--- src/hw/rtl/vgd_pkg.sv ---
// Shared types, constants and handshake bundles of the voxel grid downsampler.
`timescale 1ns / 1ps

package vgd_pkg;

    localparam int CAPACITY   = 4096;
    localparam int HASH_SLOTS = 8192;
    localparam int MAX_PROBE  = 8;

    localparam int ENT_W     = $clog2(CAPACITY);
    localparam int ENT_CNT_W = $clog2(CAPACITY + 1);
    localparam int SLOT_W    = $clog2(HASH_SLOTS);
    localparam int PROBE_W   = $clog2(MAX_PROBE + 1);

    localparam int COORD_W = 32;
    localparam int INT_W   = 16;
    localparam int INV_W   = 24;
    localparam int KEY_W   = 24;
    localparam int SUM_W   = 56;
    localparam int ISUM_W  = 40;
    localparam int CNT_W   = 24;
    localparam int PROD_W  = COORD_W + INV_W + 1;
    localparam int FRAC_W  = 32;

    localparam int HASH_MUL = 116101;
    localparam logic [SLOT_W-1:0] HASH_MUL_LO = SLOT_W'(HASH_MUL % HASH_SLOTS);

    localparam logic [CNT_W-1:0] COUNT_MAX = {CNT_W{1'b1}};
    localparam logic [INV_W-1:0] INV_RESET = INV_W'(65536);

    localparam int DIV_LANES = 4;
    localparam int DIV_STEPS = SUM_W;
    localparam int DIV_CNT_W = $clog2(DIV_STEPS);

    localparam int S_TDATA_W = 3 * COORD_W + INT_W;
    localparam int M_TDATA_W = 3 * COORD_W + INT_W + CNT_W;

    typedef enum logic [2:0] {
        ST_MERGED  = 3'd0,
        ST_NEW     = 3'd1,
        ST_TFULL   = 3'd2,
        ST_CFULL   = 3'd3,
        ST_DRAINED = 3'd4,
        ST_EMPTY   = 3'd5
    } status_t;

    typedef enum logic {
        FN_ADD   = 1'b0,
        FN_DRAIN = 1'b1
    } func_t;

    typedef struct packed {
        logic             vld;
        logic [ENT_W-1:0] idx;
    } slot_t;

    typedef struct packed {
        logic [KEY_W-1:0]  key_x;
        logic [KEY_W-1:0]  key_y;
        logic [KEY_W-1:0]  key_z;
        logic [SUM_W-1:0]  sum_x;
        logic [SUM_W-1:0]  sum_y;
        logic [SUM_W-1:0]  sum_z;
        logic [ISUM_W-1:0] sum_i;
        logic [CNT_W-1:0]  cnt;
    } entry_t;

    typedef struct packed {
        logic load;
        logic drain_rd;
        logic mul;
        logic hash1;
        logic hash2;
        logic slot_rd;
        logic ent_rd;
        logic probe_next;
        logic ins_new;
        logic merge;
        logic set_cfull;
        logic set_tfull;
        logic set_empty;
        logic div_start;
        logic drain_done;
        logic out_load;
        logic clr_step;
    } cmd_t;

    typedef struct packed {
        logic drain_empty;
        logic drain_last;
        logic table_full;
        logic slot_vld;
        logic key_match;
        logic cnt_full;
        logic probe_last;
        logic div_done;
        logic out_free;
        logic clr_last;
        logic res_last;
    } sts_t;

endpackage

--- src/hw/rtl/vgd_ctrl.sv ---
// Controller state machine sequencing adds, drains and the slot clearing pass.
`timescale 1ns / 1ps

module vgd_ctrl (
    input  logic          clk,
    input  logic          rst_n,
    input  logic          in_valid,
    input  logic          in_func,
    output logic          in_ready,
    input  vgd_pkg::sts_t sts,
    output vgd_pkg::cmd_t cmd
);

    typedef enum logic [10:0] {
        S_CLEAR    = 11'b000_0000_0001,
        S_IDLE     = 11'b000_0000_0010,
        S_MUL      = 11'b000_0000_0100,
        S_HASH1    = 11'b000_0000_1000,
        S_HASH2    = 11'b000_0001_0000,
        S_SLOT_RD  = 11'b000_0010_0000,
        S_SLOT_CHK = 11'b000_0100_0000,
        S_ENT_CHK  = 11'b000_1000_0000,
        S_DIV_GO   = 11'b001_0000_0000,
        S_DIV      = 11'b010_0000_0000,
        S_OUT      = 11'b100_0000_0000
    } state_t;

    state_t state_reg, state_next;

    always_ff @(posedge clk or negedge rst_n)
    begin
        if (!rst_n)
        begin
            state_reg <= S_CLEAR;
        end
        else
        begin
            state_reg <= state_next;
        end
    end

    always_comb
    begin
        cmd        = '0;
        in_ready   = 1'b0;
        state_next = state_reg;
        case (state_reg)
            S_CLEAR:
            begin
                cmd.clr_step = 1'b1;
                if (sts.clr_last)
                begin
                    state_next = S_IDLE;
                end
            end
            S_IDLE:
            begin
                in_ready = 1'b1;
                if (in_valid)
                begin
                    cmd.load = 1'b1;
                    if (in_func == vgd_pkg::FN_ADD)
                    begin
                        state_next = S_MUL;
                    end
                    else if (sts.drain_empty)
                    begin
                        cmd.set_empty = 1'b1;
                        state_next    = S_OUT;
                    end
                    else
                    begin
                        cmd.drain_rd = 1'b1;
                        state_next   = S_DIV_GO;
                    end
                end
            end
            S_MUL:
            begin
                cmd.mul    = 1'b1;
                state_next = S_HASH1;
            end
            S_HASH1:
            begin
                cmd.hash1  = 1'b1;
                state_next = S_HASH2;
            end
            S_HASH2:
            begin
                cmd.hash2  = 1'b1;
                state_next = S_SLOT_RD;
            end
            S_SLOT_RD:
            begin
                cmd.slot_rd = 1'b1;
                state_next  = S_SLOT_CHK;
            end
            S_SLOT_CHK:
            begin
                if (!sts.slot_vld)
                begin
                    if (sts.table_full)
                    begin
                        cmd.set_tfull = 1'b1;
                    end
                    else
                    begin
                        cmd.ins_new = 1'b1;
                    end
                    state_next = S_OUT;
                end
                else
                begin
                    cmd.ent_rd = 1'b1;
                    state_next = S_ENT_CHK;
                end
            end
            S_ENT_CHK:
            begin
                if (sts.key_match)
                begin
                    if (sts.cnt_full)
                    begin
                        cmd.set_cfull = 1'b1;
                    end
                    else
                    begin
                        cmd.merge = 1'b1;
                    end
                    state_next = S_OUT;
                end
                else if (sts.probe_last)
                begin
                    cmd.set_tfull = 1'b1;
                    state_next    = S_OUT;
                end
                else
                begin
                    cmd.probe_next = 1'b1;
                    state_next     = S_SLOT_RD;
                end
            end
            S_DIV_GO:
            begin
                cmd.div_start = 1'b1;
                state_next    = S_DIV;
            end
            S_DIV:
            begin
                if (sts.div_done)
                begin
                    cmd.drain_done = 1'b1;
                    state_next     = S_OUT;
                end
            end
            S_OUT:
            begin
                if (sts.out_free)
                begin
                    cmd.out_load = 1'b1;
                    state_next   = sts.res_last ? S_CLEAR : S_IDLE;
                end
            end
            default:
            begin
                state_next = S_CLEAR;
            end
        endcase
    end

endmodule

--- config.mk ---
export PLATFORM = sky130hd
export DESIGN_NAME = vgd_ctrl
export DESIGN_NICKNAME = d
export VERILOG_FILES = /design/src/hw/rtl/vgd_pkg.sv /design/src/hw/rtl/vgd_ctrl.sv
export SDC_FILE = /design/constraint.sdc
export NUM_CORES = 1
export LEC_CHECK = 0
export BUFFER_PORTS_ARGS = -buffer_cell sky130_fd_sc_hd__buf_2
export CAP_MARGIN = 20
export CORE_MARGIN = 2
export CORE_UTILIZATION = 44
export DETAILED_ROUTE_END_ITERATION = 7
export PLACE_DENSITY = 0.69
export RECOVER_POWER = 25
export SKIP_LAST_GASP = 1
export SYNTH_ARGS = -nofsm -noshare
export SYNTH_HDL_FRONTEND = slang
export SYNTH_SLANG_ARGS = --single-unit
--- constraint.sdc ---
create_clock -name clk -period 2.2 [get_ports clk]
set_input_delay 0.22 -clock clk [delete_from_list [all_inputs] [get_ports clk]]
set_output_delay 0.22 -clock clk [all_outputs]
set_load 0.02 [all_outputs]
-- Word level (Yosys, flattened, before mapping)
Index checks and enable logic that the tools add are counted.
W data, S select, Z words.
- bits in registers: 11
- logic and storage cells: 64
- output and inout port bits: 18
- equal/unequal tests: 15
- multiplexer cells: 47
- reductions and logical operators: 1
- operators with widths (cell ; count):
    $pmux W11 S11 ; 1
    $mux W11 ; 9
    $mux W1 ; 31
    $eq A11 B1 Y1 const B ; 1
    $eq A11 B10 Y1 const B ; 1
    $eq A11 B11 Y1 const B ; 1
    $eq A11 B2 Y1 const B ; 1
    $eq A11 B3 Y1 const B ; 1
    $eq A11 B4 Y1 const B ; 1
    $eq A11 B5 Y1 const B ; 1
    $eq A11 B6 Y1 const B ; 1
    $eq A11 B7 Y1 const B ; 1
    $eq A11 B8 Y1 const B ; 1
    $eq A11 B9 Y1 const B ; 1
    $mux W2 ; 5
    $ne A2 B2 Y1 const B ; 4
    $reduce_and A4 Y1 ; 1
    $pmux W1 S2 ; 1

-- Depth between registers and ports, before layout
- depth after elaboration: 4
- depth in mapped cells: 6
- gate-level depth less buffers: 5

-- Worst setup path before layout
Ideal clock, no wire load.
- path type: register to output
- start: reg state_reg[4]
- end: out cmd[15] (netlist name)
- cell stages (with the launch flop): 7
- path buffers: 1
- path slack: -0.058 ns
- arrival time: 2.038 ns
- path through: dfrtp_1 buf_6 nor4_4 nand3_4 nor3b_4 nand2_2 nor3b_1
- RTL lines (item ; RTL line ; RTL):
    start: declaration ; vgd_ctrl.sv:28 ; state_t state_reg, state_next;
    start signal: assignment ; vgd_ctrl.sv:38 ; state_reg <= state_next;
    end: declaration ; vgd_ctrl.sv:11 ; output vgd_pkg::cmd_t cmd

==> metrics.md <==
| Metric | Value |
|---|---|
| Largest register FFs | `11` |
| # setup viols final | `0` |
| CP endpoint kind | `output port` |
| Maxcap violations | `0` |
| DR top layer | `met4` |
| # clock sinks | `11` |
| Drt pass-1 iters | `4` |
| Net Sw Frac | `43.78%` |
| DR vias | `981` |
| Initial Util | `46.68%` |
| Syn Std Cell Area | `915.9 sq um` |
| Synth cell types | `40` |
| Maximum clock insertion buffer count | `2` |
| Top cells by area, synth | `dfrtp_1, nor3b_1, o21ai_0` |
| Vias in the first global route | `835` |
| Non-filler cells in the finished layout | `183` |
| Ys Warns | `0` |
| Vias/cell | `5.361` |
| Final WL | `2.318 mm` |
| Cell leakage power | `0.0006281 uW` |
| Crit path time final | `2.150 ns` |
| Maximum VDD drop | `0.6697 mV` |
| Global placement routability congestion | `0.7985` |
| DR iter-0 viols | `11` |
| Inserted Diodes | `0` |
| Final HPWL DP | `1.675 mm` |
| Metal2 WL | `1.105 mm` |
| RSZ-0062 raised after global routing | `true` |
| Largest net degree at the start of global routing | `12` |
| Fmax | `465.1 MHz` |
| Slew margin rel. | `58.89%` |
| Clock-pin slew of the registers on the worst-case setup and hold paths | `0.08 ns` |
| First-pass GRT wire length | `3.643 mm` |
| Syn Inst Count | `109` |
| Final nets | `172` |
| Total Routing Usage GR | `19.14%` |
| Layout cells sized above 1 | `44.87%` |
| Final hold viol count | `0` |
| Worst-path fanout max | `7` |
| Clock Power Share | `14.8%` |
| Ports | `33` |
| H-tree lvl count | `1` |
| Clk root buf | `clkbuf_4` |
| Syn Nets | `124` |
| Die area | `2463 sq um` |
| Crit path kind | `register to output port` |
| Combinational group share of total power | `54.0%` |
| Area added between synthesis and finish | `38.25%` |
| Die span in x | `49.63 microns` |
| CTS Buf Count | `3` |
| Die Y | `49.63 microns` |
| Routed Antenna Nets | `0` |
| DRC | `0` |
| Arrival @ worst endpoint | `1.93 ns` |
| PwrDens | `779.2 nW/um^2` |
| Synth top area share | `27.32%` |
| Routed met1 length | `1.051 mm` |
| P_int | `554.7 uW` |
| Initial antenna violation count | `0` |
| Number of cell rows | `16` |
| Critical path required time | `1.98 ns` |
| Slew Limit Fails | `0` |
| Core box area | `1962 sq um` |
| CTS tree | `yes` |
| PortBufs | `31` |
| P_sw | `432.0 uW` |
| Yosys reg bits | `11` |
| Placed insts | `167` |
| Worst hold path class | `input port to register` |
| Sequential fraction of the synthesis area | `30.19%` |
| Flop pwr share | `31.3%` |
| Area leader, netlist | `dfrtp_1` |
| Critical Path Source Type | `register` |
| Wirelength per Cell | `12.67 microns` |
| Hold WS | `0.1339 ns` |
| Slew @ Worst Pin | `0.6167 ns` |
| Met3 routed WL | `123 microns` |
| Period Utilization, post-route | `97.74%` |
| Status | `finished, final reports clean` |
| Mean Syn Cell Area | `8.403 sq um` |
| Total congestion overflow | `0` |
| Clock latency on the worst-skew pair | `0.28 ns` |
| Fin Clk Skew | `0.009976 ns` |
power groups by stage:
stage | registers [uW] | logic, uW | clock network (uW)
2_1_floorplan | 282 | 365 | 0
3_3_place_gp | 295 | 482 | 0
3_5_place_dp | 298 | 493 | 0
4_1_cts | 297 | 500 | 146
5_1_grt | 315 | 585 | 163
6_report | 308 | 533 | 146
what timing repair did:
action                     in CTS  in global routing
hold endpoints to repair       10                  0
gates resized for setup         2                  8
hold buffers                    1                  0
setup endpoints to repair       3                 12
pin swaps                       2                  5
setup buffers                   1                 10
gates cloned                    0                  0
layout make-up:
class	instances	area, sq um
Timing Repair Buffer	48	286.5
Tap cell	27	33.78
Inverter	5	18.77
Clock buffer	3	22.52
Fill cell	181	695.7
Sequential cell	11	280.3
Multi-Input combinational cell	88	619.3
Clock inverter	1	5.005
worst paths after layout:
path,endpoint,slack [ns],cells past startpoint,from
worst max-delay path,cmd[15],0.05,7,state_reg[7]
worst min-delay path,state_reg[2],0.13,2,in_func
worst max register to register,state_reg[8],0.45,7,state_reg[7]
worst min register to register,state_reg[7],0.55,1,state_reg[7]
max in group asynchronous,state_reg[7],1.31,2,rst_n
min in group asynchronous,state_reg[9],0.45,2,rst_n
cells by family after synthesis:
| kind of cell | Yosys count | share of synthesized area [%] |
|---|---|---|
| AND/OR/NAND/NOR | 62 | 46.72 |
| AO/OA/AOI/OAI | 23 | 14.76 |
| flip-flops | 11 | 30.19 |
| buffers and inverters | 10 | 5.326 |
| XOR/XNOR | 2 | 1.913 |
| multiplexers | 1 | 1.093 |
cell usage after synthesis (all sizes together):
cell type and n:
clkbuf 1, dfstp 1, nor2b 4, nor3 6, o22ai 2, nor3b 11
nand3b 2, nor4 6, o311ai 1, and4b 3, nor2 10, nand2 10
a2111oi 1, a211o 1, inv 5, or4b 1, and3 2, dfrtp 10
a31oi 1, buf 4, mux2i 1, o21ai 9, a21oi 6, xor2 2
a21boi 1, nand3 5, and3b 1, and2 1, o21bai 1
routing by layer:
| layer | track usage, % | vias to the layer above |
|---|---|---|
| met5 | 0 | - |
| met1 | 23.47 | 451 |
| met4 | 2.778 | 0 |
| met2 | 32.89 | 23 |
| met3 | 6.667 | 5 |
| li1 | - | 502 |
cell usage in the layout (no fill, tap or decap), types with 2 or more instances in the layout:
cell / instances
buf_4: 17
dfrtp_2: 3
a21oi_1: 6
nor3_1: 4
nor4_1: 5
buf_2: 29
and4b_1: 3
inv_1: 4
clkbuf_4: 3
nor3_4: 2
o21ai_0: 9
o22ai_1: 2
nor2_4: 2
dfrtp_1: 7
nor3b_2: 2
nor3b_1: 8
nand2_1: 9
nor2b_1: 4
nand3b_1: 2
nand3_1: 3
xor2_1: 2
nor2_1: 7
worst max-delay path, stage by stage, from the launching register on:
cell	delay [ns]
dfrtp_2	0.46
nor4_4	0.28
buf_4	0.19
nand3_4	0.09
nor3b_4	0.21
nand2_2	0.10
nor3b_2	0.16
buf_4	0.16
metrics by stage:
stage	total power (uW)	area (sq um)	utilization (%)	worst slack [ns]	setup TNS, ns
after global placement	776.8	1117	56.95	0.2726	0
after global routing	1064	1266	64.54	-0.09880	-0.1782
final	986.6	1266	64.54	0.04971	0
after detailed placement	791.7	1117	56.95	0.2024	0
after CTS	944.2	1166	59.44	-0.01641	-0.01641
after floorplan	646.9	920.9	-	0.06722	0
No activity file was read; power rests on OpenSTA's default activity.
